==> src/hw/rtl/oeit_pkg.sv <==
// Shared types and codes for the order event to ITCH translator.
package oeit_pkg;

    typedef enum logic [1:0] {
        REQ_RESEED = 2'd0,
        REQ_ACCEPT = 2'd1,
        REQ_CANCEL = 2'd2,
        REQ_TRADE  = 2'd3
    } req_kind_t;

    localparam logic [1:0] RSN_WITHDRAW = 2'd0;
    localparam logic [1:0] RSN_REPLACE  = 2'd1;
    localparam logic [1:0] RSN_IOC      = 2'd2;
    localparam logic [1:0] RSN_FOK      = 2'd3;

    localparam logic [2:0] MSG_ADD      = 3'd0;
    localparam logic [2:0] MSG_CANCEL   = 3'd1;
    localparam logic [2:0] MSG_REPLACE  = 3'd2;
    localparam logic [2:0] MSG_EXECUTED = 3'd3;
    localparam logic [2:0] MSG_DELETE   = 3'd4;

    localparam int IN_DATA_W  = 184;
    localparam int OUT_DATA_W = 296;

    typedef struct packed {
        req_kind_t   kind;
        logic [63:0] event_time;
        logic [31:0] order_id;
        logic        side;
        logic [31:0] quantity;
        logic [18:0] price_tick;
        logic [1:0]  cancel_reason;
        logic [31:0] maker_left;
    } item_t;

endpackage

==> src/hw/rtl/oeit_front.sv <==
// Front stage: accepts event transactions, unpacks and classifies them.
module oeit_front (
    input  logic                           clk,
    input  logic                           rst_n,
    input  logic                           s_axis_tvalid,
    output logic                           s_axis_tready,
    // tdata: event_time, order_id, side, quantity, price_tick, cancel_reason,
    //        maker_left, zero pad
    input  logic [oeit_pkg::IN_DATA_W-1:0] s_axis_tdata,
    // tuser: req_type
    input  logic [1:0]                     s_axis_tuser,
    output logic                           dn_valid,
    input  logic                           dn_ready,
    output oeit_pkg::item_t                dn_item
);
    import oeit_pkg::*;

    logic  valid_reg;
    item_t item_reg;
    item_t in_item;
    logic  in_drop;

    // unpack fields
    always_comb
    begin
        in_item.kind            = req_kind_t'(s_axis_tuser);
        in_item.event_time      = s_axis_tdata[63:0];
        in_item.order_id        = s_axis_tdata[95:64];
        in_item.side            = s_axis_tdata[96];
        in_item.quantity        = s_axis_tdata[128:97];
        in_item.price_tick      = s_axis_tdata[147:129];
        in_item.cancel_reason   = s_axis_tdata[149:148];
        in_item.maker_left      = s_axis_tdata[181:150];
    end

    // IOC and FOK cancels have no effect at all; drop them here
    assign in_drop = (in_item.kind == REQ_CANCEL) &&
                     ((in_item.cancel_reason == RSN_IOC) ||
                      (in_item.cancel_reason == RSN_FOK));

    assign s_axis_tready = !valid_reg || dn_ready;
    assign dn_valid      = valid_reg;
    assign dn_item       = item_reg;

    // control
    always_ff @(posedge clk or negedge rst_n)
    begin
        if (!rst_n)
        begin
            valid_reg <= 1'b0;
        end
        else if (s_axis_tready)
        begin
            valid_reg <= s_axis_tvalid && !in_drop;
        end
    end

    // payload
    always_ff @(posedge clk)
    begin
        if (s_axis_tready && s_axis_tvalid)
        begin
            item_reg <= in_item;
        end
    end

endmodule

==> config.mk <==
export PLATFORM = sky130hd
export DESIGN_NAME = oeit_front
export DESIGN_NICKNAME = d
export VERILOG_FILES = /design/src/hw/rtl/oeit_pkg.sv /design/src/hw/rtl/oeit_front.sv
export SDC_FILE = /design/constraint.sdc
export NUM_CORES = 1
export LEC_CHECK = 0
export ABC_AREA = 1
export BUFFER_PORTS_ARGS = -buffer_cell sky130_fd_sc_hd__buf_2
export CAP_MARGIN = 15
export CORE_AREA = 2 2 146 148
export DETAILED_ROUTE_END_ITERATION = 10
export DIE_AREA = 0 0 148 150
export HOLD_SLACK_MARGIN = 0.1
export SLEW_MARGIN = 30
export SYNTH_ARGS = -nofsm -noshare
export SYNTH_HDL_FRONTEND = slang
export SYNTH_SLANG_ARGS = --single-unit
==> constraint.sdc <==
create_clock -name clk -period 5.33 [get_ports clk]
set_input_delay 1.599 -clock clk [delete_from_list [all_inputs] [get_ports clk]]
set_output_delay 1.599 -clock clk [all_outputs]
set_load 0.1 [all_outputs]
### Word level (Yosys, flattened, before mapping)

Index checks and enable logic that the tools add are counted.

* bits in registers: 185
* bits in latches: 0
* memory bits (writable): 0
* bits in read-only memories: 0
* bits of input ports: 190
* output and inout bits: 186
* word-level logic and storage cells: 19
* memories: 0

* add/sub/neg operators: 0
* multipliers: 0
* div/mod/pow operators: 0
* order comparisons: 0
* equal/unequal tests: 3
* shifts and indexed selects: 0
* multiplexer cells: 0
* bitwise logic cells: 0
* reduce and logical (&&, ||, !) cells: 7

Operators by type and width (count)
* 2-bit equality test, second input constant: 3
* 1-bit logical AND: 3
* 1-bit logical NOT: 2
* 1-bit logical OR: 2

### Depth between registers and ports, before layout

Gate-level depths: netlist of run 1.

* depth after elaboration: 5
* depth in mapped cells: 4
* mapped depth without buffers: 4

### Least setup slack after synthesis of run 1

OpenSTA, ideal clock, no wires.

* path kind: input to register
* start: input port dn_ready
* end: register item_reg, in the netlist dn_item[0] (enable)
* library setup time: 605 ps
* arrival: 6778 ps
* required time: 4725 ps
* slack: -2054 ps
* cell stages on the path: 2
* path buffers: 0
* cells stage by stage: inv_1 a21boi_2

* word-level cells in the longest chain between the ends: 2

Ends and longest elaborated chain
* start, declared: RTL line oeit_front.sv:13 `input logic dn_ready,`
* 1-bit logical OR: RTL line oeit_front.sv:41 `assign s_axis_tready = !valid_reg || dn_ready;`
* 1-bit logical AND: RTL line oeit_front.sv:61 `if (s_axis_tready && s_axis_tvalid)`
* end signal, assigned: RTL line oeit_front.sv:63 `item_reg <= in_item;`
* end, declared: RTL line oeit_front.sv:19 `item_t item_reg;`

Every way passes these cells.
A chain may end at the register's enable or synchronous reset.

### Final worst setup path of run 1

* start: input port dn_ready
* end: output port s_axis_tready

* word-level cells in the longest chain between the ends: 1

Ends and longest elaborated chain
* 1-bit logical OR: RTL line oeit_front.sv:41
* end, declared: RTL line oeit_front.sv:6 `output logic s_axis_tready,`

Every way passes these cells.

==> results of run 1 <==
[cells by family (layout without fill, tap and decap cells)]
family / after synthesis / count (layout)
AND/OR/NAND/NOR: 4 / 4
AO/OA/AOI/OAI: 1 / 1
buffers and inverters: 2 / 409
flip-flops: 185 / 185
[final cells by class]
| type | count | area share (%) |
|---|---|---|
| timing repair buffer | 375 | 22.7 |
| inverter | 2 | 0.0894 |
| tap | 275 | 4.10 |
| clock buffer | 20 | 5.20 |
| clock inverter | 12 | 1.36 |
| sequential | 185 | 66.1 |
| multi-input combinational | 5 | 0.447 |
[flip-flops by register name, indices dropped and copies added, names as in the netlist]
| register | cells |
|---|---|
| dn_item | 184 |
| dn_valid | 1 |
[synthesized netlist by cell type (all sizes together)]
cell type  instances  area, um2
nand3              1       5.00
nand2              3       13.8
edfxtp           184       5530
a21boi             1       11.3
dfrtp              1       25.0
inv                2       7.51
[layer usage]
| layer | track usage (%) | vias to the layer above | part of all wire (%) |
|---|---|---|---|
| met5 | 0 | - | 0.34 |
| met4 | 4.67 | 8 | 2.0 |
| met3 | 6.31 | 26 | 11 |
| met2 | 19.4 | 215 | 51 |
| met1 | 12.9 | 1628 | 36 |
| li1 | - | 1564 | - |
[metrics by stage]
step | instance area [um2] | hold WS [ps] | instances
CTS | 8400 | 610 | 874
global route | 8400 | 622 | 874
global placement | 7850 | 567 | 842
finish | 8400 | 607 | 874
detailed placement | 7850 | 590 | 842
floorplan | 5600 | 1300 | 192
[worst min path at each step]
stage / end / slack, ps / depth (start not counted)
finish: dn_valid / 610 / 2
global route: dn_valid / 620 / 2
floorplan: dn_valid / 1300 / 0
detailed placement: dn_valid / 590 / 2
CTS: dn_valid / 610 / 2
global placement: dn_valid / 570 / 2
[critical path, cell delays in order]
cell	delay, ps
buf_2	80
inv_1	70
nand2_2	70
buf_2	420
[report_power, final]
| group | leakage, nW | internal, mW | switching, mW |
|---|---|---|---|
| Combinational | 1.51 | 0.103 | 0.668 |
| Sequential | 1.77 | 1.70 | 0.0199 |
| Clock | 0.252 | 0.613 | 0.542 |
| Total | 3.53 | 2.42 | 1.23 |
==> results.ini, run 1 <==
[critical_path]
end_kind=output port
rr_worst_depth=2
startpoint=dn_ready
reg2reg_slack_ps=3790
cp-start-kind=primary input
worst_ep_arrival_time_ps=2240
critical_path_required_ps=3730
timing.rr.start=dn_valid
crit_path_end=s_axis_tready
path_class=primary input to output port
cp_max_fo=2
r2r_end=dn_item[18]

[detailed_routing]
wire_per_inst_um=15.6
drc=0
vias=3441
dr.first_iter.drc_count=157
wirelength_um=13600
vias_per_cell=3.94
ant_nets=0
first_pass_iters=4

[logic_synthesis]
yosysWarnings=0
synth-simple-area-share_pct=0.336
synth_compound_area_share_pct=0.202
synth_mux_area_share_pct=0
ys_ff_latch=185
synth_top_family_by_area=simple AND/OR/NAND/NOR gates
syn_inst=192
synthXorXnorAreaFrac_pct=0
synth_area_um2=5590
synth.distinct_cells=7
syn_nets=382
synthAdderAreaFrac_pct=0
avgSynthCellArea_um2=29.1
synth-seq-area-share_pct=99.3

[cts]
cts.sinks=185
clockBufferDepth=2
clk_pin_slew_ps=70
cts_resized=0
hold_buffers=0
cts_tree=yes
cts_made_buffers=17
cts_root_buf=clkbuf_16
clock_latency_ps=420
post-cts-setup-buffer-count=0
htreeDepth=4

[floorplanning]
core_um2=20700
pin_count=376
die_w_um=148
rows=53
die_y_um=150
die_area_um2=22200
initial_core_util_pct=27.0

[finish]
final_core_util_pct=40.6
final_common_cell=buf_2
final_nets=776
final_cell_mix=buf_2 (373), edfxtp_1 (184), clkbuf_16 (17), clkinvlp_4 (5)
fill_cells=1970
drive_above_1_share_pct=67.8
multi_input_area_um2=37.5
syn_to_final_growth_pct=50.3
final-seq-area_um2=5550
diodes=0

[timing]
final.setup.worst_slack_ps=1490
rsz0062_at_grt=false
final-setup-viol-count=0
finalSetupTns_ps=0
relSlewSlack_pct=65.4
slew_violations=0
finClkSkew_ps=6.60
tightest_slew_ps=518
fmax_mhz=261
finalCritPeriodShare_pct=72.0
hold_viol=0
fin_crit_ps=3840

[status]
status=completed

[place]
dp_slack_ps=1490
dp_hpwl_um=10400
gp_congestion=0.738
io_buffer_count=373

[grt]
grt_util_all_layers_pct=11.8
grt_pass1_vias=3612
grt_max_degree=94
grt_pass1_wl_um=19300
overflow=0
antenna_found_initial=4

[power_and_ir_drop]
power_mw=3.65
p_leak_nw=3.53
power.density_nw_per_um2=435
peakVddDrop_mv=0.190

[hold_path]
hold_class=register to register
min_from=dn_valid

[job]
maxCapViolCount=0

Power figures use the tool's default switching activity.
==> inputs of run 2 (changes only) <==
--- a/config.mk
+++ b/config.mk
@@ -8,9 +8,9 @@
 export ABC_AREA = 1
 export BUFFER_PORTS_ARGS = -buffer_cell sky130_fd_sc_hd__buf_2
 export CAP_MARGIN = 15
-export CORE_AREA = 2 2 146 148
+export CORE_AREA = 2 2 147 149
 export DETAILED_ROUTE_END_ITERATION = 10
-export DIE_AREA = 0 0 148 150
+export DIE_AREA = 0 0 149 151
 export HOLD_SLACK_MARGIN = 0.1
 export SLEW_MARGIN = 30
 export SYNTH_ARGS = -nofsm -noshare
==> constraint.sdc (replaced) <==
create_clock -name clk -period 4 [get_ports clk]
set_input_delay 1.2 -clock clk [delete_from_list [all_inputs] [get_ports clk]]
set_output_delay 1.2 -clock clk [all_outputs]
set_load 0.1 [all_outputs]
==> run 2 against run 1 <==
Net effect:
- combinational power rose by 35%
- die area increased by 1.3%
- highest routed layer unchanged
- utilization rose by 0.066 points
- largest cell class unchanged
==> results.ini, run 2 (synthesized netlist as in run 1, its figures left out) <==
[power_and_ir_drop]
power_mw=4.90
p_leak_nw=3.59
peakVddDrop_mv=0.244
power.density_nw_per_um2=579

[grt]
overflow=0
grt_max_degree=53
grt_util_all_layers_pct=11.7
antenna_found_initial=2
grt_pass1_vias=3576
grt_pass1_wl_um=19200

[timing]
slew_violations=0
rsz0062_at_grt=false
final-setup-viol-count=0
final.setup.worst_slack_ps=958
hold_viol=0
finalCritPeriodShare_pct=76.0
finalSetupTns_ps=0
tightest_slew_ps=908
finClkSkew_ps=16.1
fmax_mhz=329
fin_crit_ps=3040
relSlewSlack_pct=39.3

[critical_path]
cp-start-kind=primary input
cp_max_fo=2
timing.rr.start=dn_valid
worst_ep_arrival_time_ps=1840
critical_path_required_ps=2800
end_kind=output port
critPathMaxStageDelay_ps=420
cp_slowest_cell=buf_2
cp_cell_sequence=buf_2 -> inv_4 -> nand2_2 -> buf_2
rr_worst_depth=2
startpoint=dn_ready
path_class=primary input to output port
cp_common_cell=buf_2

[floorplanning]
die_area_um2=22500
die_w_um=149
rows=53
initial_core_util_pct=26.8
core_um2=20800
die_y_um=151
pin_count=376

[cts]
cts_resized=0
clockBufferDepth=2
cts.sinks=185
cts_tree=yes
cts_root_buf=clkbuf_16
post-cts-setup-buffer-count=0
clk_pin_slew_ps=60
cts_made_buffers=17
hold_buffers=0
clock_latency_ps=420
htreeDepth=4

[finish]
final_common_cell=buf_2
fill_cells=1928
largest_register_ffs=184
post-route-cell-area_um2=8460
fin_cells=881
drive_above_1_share_pct=68.6
final_cell_mix=buf_2 (373), edfxtp_1 (184), clkbuf_16 (17), inv_6 (7), buf_4 (5)
syn_to_final_growth_pct=51.5
final_nets=782

[place]
dpl-instance-area_um2=7910
dp_hpwl_um=10900
post-place-cells=848
io_buffer_count=373
dp_slack_ps=953
gp_congestion=0.782

[detailed_routing]
drc=0
dr.first_iter.drc_count=158
wire_per_inst_um=15.8
vias=3443
wirelength_um=13900
vias_per_cell=3.91
first_pass_iters=4
ant_nets=0

[hold_path]
hold_class=primary input to async pin

[status]
status=completed

[job]
maxCapViolCount=0

run 2: cell count changes in the layout (fill, tap and decap cells not counted):
| cell | previous run | this run |
|---|---|---|
| inv_8 | 3 | 2 |
| diode_2 | 0 | 1 |
| clkinv_4 | 2 | 1 |
| buf_4 | 0 | 5 |
| inv_6 | 1 | 7 |
| clkinv_2 | 0 | 2 |
| buf_12 | 2 | 3 |
| clkbuf_1 | 3 | 0 |
| inv_1 | 2 | 1 |
| inv_4 | 0 | 1 |
| clkinv_1 | 0 | 1 |
| clkinvlp_4 | 5 | 1 |
run 2: metal layers:
layer / global-route usage [%] / part of all wire, %
met1: 12.9 / 36
met5: 0 / 0.093
met4: 4.67 / 2.1
met3: 5.90 / 10
met2: 19.4 / 51
run 2: path summary, 6_finish.rpt:
check | to | slack (ps)
max in group asynchronous | dn_valid | 3360
setup reg to reg | dn_item[147] | 2130
hold / removal | dn_valid | 560
setup / recovery | s_axis_tready | 960
hold reg to reg | dn_valid | 600
min in group clk | dn_valid | 600
run 2: report_power, final:
part | leakage [nW] | internal (mW) | total (mW) | switching (mW)
Sequential | 1.77 | 2.27 | 2.30 | 0.0282
Combinational | 1.55 | 0.145 | 1.04 | 0.894
Clock | 0.274 | 0.820 | 1.57 | 0.749
run 2: layout make-up:
class	count	area [um2]	area share [%]
Sequential cell	185	5550	65.6
Timing Repair Buffer	381	1960	23.2
Tap cell	275	344	4.07
Multi-Input combinational cell	5	37.5	0.443
Antenna cell	1	2.50	0.0296
Inverter	2	10.0	0.118
Clock inverter	15	130	1.54
Clock buffer	17	425	5.03
run 2: worst max-delay path: cells and delay by family:
kind | cells | cell delay [ps]
AND/OR/NAND/NOR | 1 | 70
buffers and inverters | 3 | 570
run 2: metrics by stage:
step           util, %  hold slack [ps]
6_report          40.7              555
5_1_grt           40.7              513
4_1_cts           40.6              520
3_5_place_dp      38.0              593
3_3_place_gp      38.0              573
2_1_floorplan        -              904
