`config.mk`:
```
export PLATFORM = sky130hd
export DESIGN_NAME = oeit_queue
export DESIGN_NICKNAME = d
export VERILOG_FILES = /design/src/hw/rtl/oeit_pkg.sv /design/src/hw/rtl/oeit_queue.sv
export SDC_FILE = /design/constraint.sdc
export NUM_CORES = 1
export LEC_CHECK = 0
export BUFFER_PORTS_ARGS = -buffer_cell sky130_fd_sc_hd__buf_2
export CAP_MARGIN = 30
export CORE_ASPECT_RATIO = 1.25
export CORE_MARGIN = 5
export CORE_UTILIZATION = 45
export DETAILED_ROUTE_END_ITERATION = 7
export PLACE_DENSITY_LB_ADDON = 0.15
export SLEW_MARGIN = 20
export SYNTH_ARGS = -nofsm -noshare
export SYNTH_HDL_FRONTEND = slang
export SYNTH_SLANG_ARGS = --single-unit
```
`constraint.sdc`:
```
create_clock -name clk -period 10.4 [get_ports clk]
set_clock_uncertainty 0.1 [all_clocks]
set_input_delay 1.04 -clock clk [delete_from_list [all_inputs] [get_ports clk]]
set_output_delay 1.04 -clock clk [all_outputs]
set_load 0.02 [all_outputs]
```
`src/hw/rtl/oeit_pkg.sv`:
```
// Shared types and codes for the order event to ITCH translator.
package oeit_pkg;

    typedef enum logic [1:0] {
        REQ_RESEED = 2'd0,
        REQ_ACCEPT = 2'd1,
        REQ_CANCEL = 2'd2,
        REQ_TRADE  = 2'd3
    } req_kind_t;

    localparam logic [1:0] RSN_WITHDRAW = 2'd0;
    localparam logic [1:0] RSN_REPLACE  = 2'd1;
    localparam logic [1:0] RSN_IOC      = 2'd2;
    localparam logic [1:0] RSN_FOK      = 2'd3;

    localparam logic [2:0] MSG_ADD      = 3'd0;
    localparam logic [2:0] MSG_CANCEL   = 3'd1;
    localparam logic [2:0] MSG_REPLACE  = 3'd2;
    localparam logic [2:0] MSG_EXECUTED = 3'd3;
    localparam logic [2:0] MSG_DELETE   = 3'd4;

    localparam int IN_DATA_W  = 184;
    localparam int OUT_DATA_W = 296;

    typedef struct packed {
        req_kind_t   kind;
        logic [63:0] event_time;
        logic [31:0] order_id;
        logic        side;
        logic [31:0] quantity;
        logic [18:0] price_tick;
        logic [1:0]  cancel_reason;
        logic [31:0] maker_left;
    } item_t;

endpackage

```
`src/hw/rtl/oeit_queue.sv`:
```
// Two-entry queue between the front and back stages.
module oeit_queue (
    input  logic            clk,
    input  logic            rst_n,
    input  logic            wr_valid,
    output logic            wr_ready,
    input  oeit_pkg::item_t wr_item,
    output logic            rd_valid,
    input  logic            rd_ready,
    output oeit_pkg::item_t rd_item
);
    import oeit_pkg::*;

    item_t      slots_reg [2];
    logic       wptr_reg;
    logic       rptr_reg;
    logic [1:0] count_reg;
    logic       push;
    logic       pop;

    assign wr_ready = (count_reg != 2'd2);
    assign rd_valid = (count_reg != 2'd0);
    assign rd_item  = slots_reg[rptr_reg];
    assign push     = wr_valid && wr_ready;
    assign pop      = rd_valid && rd_ready;

    // pointers and fill level
    always_ff @(posedge clk or negedge rst_n)
    begin
        if (!rst_n)
        begin
            wptr_reg  <= 1'b0;
            rptr_reg  <= 1'b0;
            count_reg <= 2'd0;
        end
        else
        begin
            if (push)
            begin
                wptr_reg <= !wptr_reg;
            end
            if (pop)
            begin
                rptr_reg <= !rptr_reg;
            end
            if (push && !pop)
            begin
                count_reg <= count_reg + 2'd1;
            end
            else if (pop && !push)
            begin
                count_reg <= count_reg - 2'd1;
            end
        end
    end

    // storage
    always_ff @(posedge clk)
    begin
        if (push)
        begin
            slots_reg[wptr_reg] <= wr_item;
        end
    end

endmodule

```
# == Yosys cells after proc, flatten, opt, wreduce, memory -nomap -nowiden ==
# Memory sizes are Yosys's and may differ from the RTL's.
# Index checks and enable logic that the tools add are counted.
# totals
word_cells,21
reg_bits,4
n_memories,1
ramBits,368
# classes
reduce_logical,10
eq_ne,1
n_addsub,2
n_mux,4
# mem_list
name,words,word_bits,read_ports,rd_ports_with_merged_regs,write_ports,line,rtl
slots_reg,2,184,1,0,1,oeit_queue.sv:14,item_t slots_reg [2];
# ops
op,count
1-bit logical AND,4
1-bit logical NOT,4
2-bit 2-to-1 mux,2
2-bit nonzero test,2
2-bit by 1-bit adder with 2-bit output (second input constant),1
1-bit 2-to-1 mux,2
2-bit != test (second input constant),1
2-bit by 1-bit subtractor with 2-bit output (second input constant),1

# == Longest topological paths before layout ==
# Gate-level depths: netlist (run 1).
# depth
depth_word,6
depth_mapped,7
mapped_depth_nobuf,7

# == Worst setup path after synthesis (run 1) ==
# Ideal clock, no wire load.
# synth_timing
path_kind,input -> register
startpoint,input port wr_valid
endpoint,memory slots_reg[0][0] in the netlist's numbering (enable)
path_slack_ns,0.802
required_ns,9.569
path_stages,2
n_path_buf,0
setup_time_ns,0.731
arrival_ns,8.767
path_cell_list,nand2_1 > nor2_1
# synth_via
elab_chain_cells,3
# synth_lines
item,line,rtl
start: declaration,oeit_queue.sv:5,"input logic wr_valid,"
1-bit logical AND,oeit_queue.sv:24,assign push = wr_valid && wr_ready;
1-bit 2-to-1 mux,oeit_queue.sv:60,if (push)
1-bit 2-to-1 mux (not written as such),oeit_queue.sv:62,slots_reg[wptr_reg] <= wr_item;
end: declaration,oeit_queue.sv:14,
# Every way passes these cells.

==> results, run 1 <==
- Sequential cells were found to cover 79.1% of the synthesized design area.
- The top-level I/O count is between 300 and 400.
- After Yosys synthesis, XOR and XNOR cells account for 0.311% of the synthesized area.
- Setup violations remaining at the end of the flow were counted as 0.
- The number of synthesized register bits is 372.
- The first routing iteration left 334 violations.
- The peak per-stage delay on the critical path is 950 ps.
- Across the run, the number of max-cap violations was 0.
- The netlist uses 15 different library cells.
- After the last flow step, the layout net total stands at 1,181.
- Once placement finished, the instance area stood at between 0.015 and 0.02 mm2.
- After routing, the total negative slack on setup checks comes to 0 ps.
- The number of clock buffers added by TritonCTS is 37.
- The post-synthesis compound-gate area fraction is 0%.
- The max-slew violation count is 0.
- During placement, the flow inserted port buffers numbering between 300 and 400.
- The run finished with clean final reports.
- The via count of the first global-routing pass came to 7,136.
- Hold repair after CTS inserted 0 buffers.
- The fraction of synthesized cell area taken by the top area cell type is 78.4%.
- The maximum level of the CTS H-tree is 2.
- The master of the slowest instance on the critical path is sky130_fd_sc_hd__dfrtp_4.
- The CTS sink count is 372.
- The total number of yosys warnings is 0.
- The initial core utilization is 45.5%.
- The die is 168 um wide.
- The ratio of cells with drive above 1 in the final layout is 60.7%.
- The die covers approximately 0.035 mm2.
- In this run the tightest slew margin relative to its limit is between 30% and 40%.
- The number of hold-slack violations in the final timing report is 0.
- IR analysis of the VDD net gives a maximum drop of 0.205 mV.
- Synthesis produced 591 cells.
- Setup repair after global routing left no endpoint under its margin.
- The path category of the worst min-delay check is primary input to asynchronous set/reset pin.
- In this run the remaining antenna-violating nets after routing total 0.
- Of the total synthesized cell area, the portion taken by AND, OR, NAND and NOR gates is 0.240%.
- The CTS root buffer is sky130_fd_sc_hd__clkbuf_16.
- The first global-routing pass estimated 42,200 um of wire.
- The number of instances resized during post-cts repair is 0.
- The type of the worst setup path is flop to output port.
- The synthesized netlist occupies a cell area of around 0.014 mm2.
- The worst setup path is launched from a flop.
- The power density normalized to cell area is roughly 300 mW/mm2.
- The signal arrival time at the worst endpoint is 3470 ps.
- The period utilization is around 44%.
- The area share of fa/ha/maj cells after synthesis is 0.0888%.
- TritonCTS built the clock tree.
- The largest total area in the synthesized netlist belongs to sky130_fd_sc_hd__edfxtp_1.
- For this run, the detailed router's first-pass iteration total came to 4.
- In the global route stage, overall resource usage came out at 15.7%.
- After routing the design area is 0.0175 mm2.
- From synthesis to final layout, the design area changed by 24.2%.
- The proportion of synthesized area in mux cells is 18.7%.
- The largest family of logic cells by synthesized area is multiplexers.
- The critical path contains buffers and inverters numbering 3 combined.
- The clock latency of the later-clocked register in the worst-skew pair is 510 ps.
- The total global routing overflow is 0.
- The synthesized area per cell is 23.9 um2.
- The register with the most flip-flops in the layout has 368 of them.
- Routability-driven placement finished with a final weighted congestion of ~0.71.
- The post-route minimum period is roughly 4600 ps.
- The clock transition at the registers of the reported paths is 60 ps.
- The worst-case clock buffer depth is 3.
- The initialized floorplan defines 72 standard-cell rows.
- The number of post-CTS setup repair buffers is 0.
- By area the synthesized netlist is led by sky130_fd_sc_hd__edfxtp_1 (78%), sky130_fd_sc_hd__mux2_4 (16%), sky130_fd_sc_hd__mux2_2 (2.7%).
- The most prevalent standard cell on the critical path is sky130_fd_sc_hd__buf_4.
- The initial antenna violation count is 7.
- The transition time at the pin with the least slew margin is 944 ps.
- After detailed routing, the number of remaining DRC violations is 0.
- The routed wire length is 28,700 um.
- The fill cell total of the finished layout is 2,425.
- The average wire length per cell after detail routing is 20.1 um.
- The critical path required time is 9260 ps.
- The pin count of the biggest net entering global routing is 69.
- The signal on the critical path passes through buf_4 -> buf_4 -> mux2_4 -> buf_2.
- On the critical path the largest part of the delay comes from buffers and inverters.
- Detailed placement ended at an HPWL of about 20,000 um.
- The maximum fanout along the worst path is 49.
- Summing over every cut layer, the via total after detailed routing is 6,772.
- The synthesized net count is 780.
- The core region is 0.0310 mm2.
- The timing-limited maximum frequency is 217 MHz.
- For this design the static power due to leakage is slightly below 0.007 uW.
- The capturing element type of the critical path is an output port.
- The die is between 200 and 250 um tall.
- The average via count per standard cell is 4.75.
power breakdown:
group	switching (uW)	internal, uW
Sequential	124	2050
Combinational	1030	786
Clock	521	728
final cells by class:
type | count | area [um2] | area share (%)
Antenna cell | 5 | 12.5 | 0.0714
Clock buffer | 47 | 963 | 5.50
Clock inverter | 15 | 153 | 0.871
Inverter | 1 | 3.75 | 0.0214
Multi-Input combinational cell | 197 | 2740 | 15.6
Sequential cell | 372 | 11200 | 63.7
Tap cell | 407 | 509 | 2.91
Timing Repair Buffer | 383 | 1980 | 11.3
Yosys cell counts, drive strengths merged:
library cell and instances:
ha 1, edfxtp 368, buf 21, and3 1
xnor2 3, nand2b 1, or2 1, nor2 2
inv 1, xor2 2, mux2 184, nand2 2
dfrtp 4
through the flow:
stage	std cells	worst slack, ps	util (%)	power, uW	hold WS (ps)
final	1427	5790	56.5	5240	216
after global routing	1426	5600	56.5	5490	191
after CTS	1422	5700	56.5	5330	190
after detailed placement	1360	6270	52.9	4070	395
after global placement	1358	6300	52.7	4050	387
after floorplan	591	802	-	3620	356
cells in the final DEF, fill, tap and decap left out, types with 2 or more instances in the layout:
cell | Yosys | final
sky130_fd_sc_hd__nand2_1 | 2 | 2
sky130_fd_sc_hd__bufinv_16 | 0 | 3
sky130_fd_sc_hd__xor2_1 | 2 | 2
sky130_fd_sc_hd__clkbuf_16 | 0 | 37
sky130_fd_sc_hd__mux2_4 | 150 | 150
sky130_fd_sc_hd__clkbuf_1 | 0 | 10
sky130_fd_sc_hd__clkinv_1 | 0 | 7
sky130_fd_sc_hd__dfrtp_1 | 4 | 3
sky130_fd_sc_hd__diode_2 | 0 | 5
sky130_fd_sc_hd__buf_4 | 0 | 8
sky130_fd_sc_hd__buf_16 | 0 | 2
sky130_fd_sc_hd__clkinvlp_4 | 0 | 3
sky130_fd_sc_hd__xnor2_1 | 3 | 3
sky130_fd_sc_hd__buf_2 | 3 | 373
sky130_fd_sc_hd__edfxtp_1 | 368 | 368
sky130_fd_sc_hd__mux2_2 | 34 | 34
worst paths after layout:
path / start / end / slack (ps) / depth (start not counted)
worst max-delay path: rptr_reg / rd_item[100] / 5790 / 4
worst min-delay path: rst_n / rptr_reg / 220 / 1
worst max register to register: count_reg[0] / slots_reg[0][87] / 7500 / 5
worst min register to register: count_reg[1] / count_reg[1] / 410 / 1
max in group asynchronous: rst_n / rptr_reg / 9850 / 1
min in group clk: count_reg[1] / count_reg[1] / 410 / 1
metal layers:
metal  vias to the layer above  share of wire (%)  track usage (%)
li1                       3161                  -                -
met5                         -              0.094                0
met2                       235                 52             27.3
met1                      3321                 37             18.0
met3                        51                7.9             5.47
met4                         4                2.5             5.68
cells by family (layout without fill, tap and decap cells):
logic type,after synthesis,in the layout
and+or+nand+nor,7,7
buffers and inverters,22,446
xor gates and xnor gates,5,5
other,0,5
adders and majority gates,1,1
muxes,184,184
DFF,372,372
(Power assumes the default switching activity.)
==> inputs of run 2 (changes only) <==
==> constraint.sdc (replaced) <==
create_clock -name clk -period 4.1 [get_ports clk]
set_clock_uncertainty 0.1 [all_clocks]
set_input_delay 0.41 -clock clk [delete_from_list [all_inputs] [get_ports clk]]
set_output_delay 0.41 -clock clk [all_outputs]
set_load 0.02 [all_outputs]
==> run 2 against run 1 <==
Design area increased by 11%. Setup slack got worse by 4600 ps. Non-clock buffer count increased by 185. Via count increased by 11%. Critical endpoint is now rd_item[93]. Highest routed layer is now met4.
==> results, run 2 (same netlist as run 1, synthesis figures left out) <==
- Outcome: finished clean (unchanged).
- The DRC marker count from the first detailed-route iteration was 351 (was 334).
- The area enclosed by the die boundary is 0.0350 mm2 (unchanged).
- The path category of the worst min-delay check is primary input to flop (was primary input to asynchronous set/reset pin).
- The post-detailed-placement cell area is 0.0164 mm2 (about the same).
- The worst reg2reg path depth is 4 (was 5).
- The CTS root buffer is sky130_fd_sc_hd__clkbuf_16 (unchanged).
- The maximum fanout along the worst path is 47 (was 49).
- The routed wire length is 29,700 um (was 28,700 um).
- The transition time at the pin with the least slew margin is 803 ps (was 944 ps).
- The master of the slowest instance on the critical path is sky130_fd_sc_hd__dfrtp_4 (unchanged).
- The register-to-register setup slack is 1990 ps (was 7500 ps).
- The half-perimeter wire length after placement was 19,300 um (was 19,900 um).
- The largest delay contributor family on the critical path is flip-flops (was buffers and inverters).
- The synthesis-to-finish area growth was 37.3% (was 24.2%).
- The capturing element type of the critical path was an output port (unchanged).
- The startpoint identified for the worst hold timing path is rd_ready.
- The sequential group share of total power was 41.2% (was 41.5%).
- The max-slew violation count is 0 (unchanged).
- The die extent in x is 168 um (unchanged).
- The clock transition at the registers of the reported paths is 60 ps (about the same).
- The peak per-stage delay on the critical path is 950 ps (about the same).
- The static leakage power is 0.00771 uW (was 0.00694 uW).
- The share of total power consumed by net switching is 32.2% (was 32.0%).
- The average via count per standard cell is 4.66 (was 4.75).
- The power density normalized to cell area is 690 mW/mm2 (was 299 mW/mm2).
- The count of cells along the worst hold path is 3.
- The average wire length per cell after detail routing came to 18.5 um (was 20.1 um).
- The peak supply drop is 0.424 mV (was 0.205 mV).
- The total routing usage reported by global routing is 16.6% (was 15.7%).
- The total power of the final layout came to 13,400 uW (was 5240 uW).
- The setup total negative slack came to 0 ps (unchanged).
- The combinational group share of total power is 36.1% (was 34.7%).
- The worst flop-to-flop path startpoint is count_reg[0] (unchanged).
- The number of routed nets with antenna violations came to 0 (unchanged).
- The overall via count from detail_route was 7,497 (was 6,772).
- The power dissipated by switching net loads is 4300 uW (was 1680 uW).
- The startpoint kind of the worst setup timing path is a flop (unchanged).
- The ratio of cells with drive above 1 in the final layout is 51.7% (was 60.7%).
- The utilization of the core after routing was 62.5% (was 56.5%).
- Cell Chain, Critical Path: buf_4 -> mux2_4 -> buf_2 (was buf_4 -> buf_4 -> mux2_4 -> buf_2).
- The CTS tree is built (unchanged).
- The signal arrival time at the worst endpoint was 2410 ps (was 3470 ps).
- The worst-case clock buffer depth came to 3 (unchanged).
- The final setup violation count is 0 (unchanged).
- The minimum hold slack is 108 ps (was 216 ps).
- The most common cell after layout, fill and taps aside is sky130_fd_sc_hd__buf_2 (unchanged).
- The via count of the first global-routing pass came to 8,303 (was 7,136).
- Subtracting the final worst setup slack from the clock period gives ~2900 ps.
- Derived from the worst setup path, the maximum achievable clock frequency is 342 MHz.
- The worst relative slew slack is 46.5% (was 37.1%).
- Setup repair after global routing missed its margin: no (unchanged).
- The pin count of the biggest net entering global routing came to 93 (was 69).
- The number of core rows was 72 (unchanged).
- The first-pass iteration count of the detailed router is 4 (unchanged).
- The floorplan core area is 0.0310 mm2 (unchanged).
- The CTS sink count is 372 (unchanged).
- The flip-flop count of the largest register after layout is 368 (unchanged).
- The type of the worst setup path is flop to output port (unchanged).
- The number of buffers inserted by port buffering is 373 (unchanged).
- The total global routing overflow is 0 (unchanged).
- The number of remaining DRC errors is 0 (unchanged).
- The period utilization is 71.3%.
- The post-layout instance area came to 0.0194 mm2 (was 0.0175 mm2).
- The count of buffer and inverter cells on the critical path came to 2 (was 3).
- The initial antenna violation count is 2 (was 7).
- The number of maximum-capacitance violations is 0 (unchanged).
- The critical path required time is 3590 ps (was 9260 ps).
- The initial core utilization is 45.5% (unchanged).
- The global placement routability congestion is 0.717 (was 0.711).
- The number of hold-slack violations in the final timing report came to 0 (unchanged).
- Top library cells by usage in the layout, fill and taps aside: sky130_fd_sc_hd__buf_2 (373), sky130_fd_sc_hd__edfxtp_1 (368), sky130_fd_sc_hd__dlygate4sd3_1 (185) (was sky130_fd_sc_hd__buf_2 (373), sky130_fd_sc_hd__edfxtp_1 (368), sky130_fd_sc_hd__mux2_4 (150)).
- The capture endpoint of the worst hold path is rptr_reg.
- The die span in y came to 208 um (unchanged).
- The clock latency of the later-clocked register in the worst-skew pair came to 500 ps (was 510 ps).
- The maximum level of the CTS H-tree came to 2 (unchanged).
- The number of buffers added by the clock tree synthesis step is 37 (unchanged).
- The clock group share of total power is 22.7% (was 23.8%).
- The internal power consumption is 9060 uW (was 3570 uW).
- The global-route wire length before repair is 45,400 um (was 42,200 um).
- The final net count is 1,366 (was 1,181).
- The top-level I/O count is 374 (unchanged).
- The endpoint of the most critical register-to-register path is slots_reg[0][119] (was slots_reg[0][87]).
[run 2: cell count changes in the layout (fill, tap and decap cells not counted), sizes merged]
cell	before	now
bufinv	3	1
clkbuf	47	46
diode	5	2
dlygate4sd3	0	185
clkinv	9	12
[run 2: area by class of cell]
type | count | area [um2]
Multi-Input combinational cell | 197 | 2740
Clock inverter | 16 | 108
Antenna cell | 2 | 5.00
Clock buffer | 46 | 960
Inverter | 1 | 3.75
Sequential cell | 372 | 11200
Tap cell | 407 | 509
Timing Repair Buffer | 568 | 3880
Fill cell | 2293 | 11600
[run 2: power by group through the flow]
stage | combinational [uW] | clock (uW) | sequential [uW]
6_report | 4830 | 3030 | 5510
5_1_grt | 5100 | 3310 | 5590
4_1_cts | 4920 | 3130 | 5520
3_5_place_dp | 4770 | 0 | 5590
3_3_place_gp | 4770 | 0 | 5560
2_1_floorplan | 3540 | 0 | 5490
[run 2: worst max-delay path by stage]
stage                       startpoint              end  slack, ps  cells past startpoint
after floorplan           count_reg[0]  slots_reg[0][0]         10                      3
after global placement        rptr_reg     rd_item[135]       1670                      3
after detailed placement      rptr_reg      rd_item[71]       1670                      3
after CTS                     rptr_reg      rd_item[82]       1120                      3
after global routing          rptr_reg      rd_item[84]       1070                      3
final                         rptr_reg      rd_item[93]       1180                      3
[run 2: worst reg2reg max path: cells and delay by family, from the launching register on]
family,cells,cell delay [ps]
flip-flops,1,410
AND/OR/NAND/NOR,3,700
buffers and inverters,1,460
[run 2: metrics by stage]
step | instances | setup slack, ps
final | 1609 | 1180
after global routing | 1609 | 1070
after CTS | 1607 | 1120
after detailed placement | 1360 | 1670
after global placement | 1360 | 1670
after floorplan | 591 | 12.1
[run 2: what timing repair did]
| action | CTS | global route |
|---|---|---|
| hold buffers | 185 | 0 |
| endpoints found under the hold margin | 372 | 0 |
| buffers inserted | 0 | 0 |
| resized for setup | 0 | 0 |
[run 2: layer usage]
layer,part of all wire [%],vias up,track usage (%)
li1,-,3519,-
met1,36,3681,18.2
met2,54,255,30.1
met3,8.2,42,5.56
met4,2.7,0,5.15
met5,0,-,0
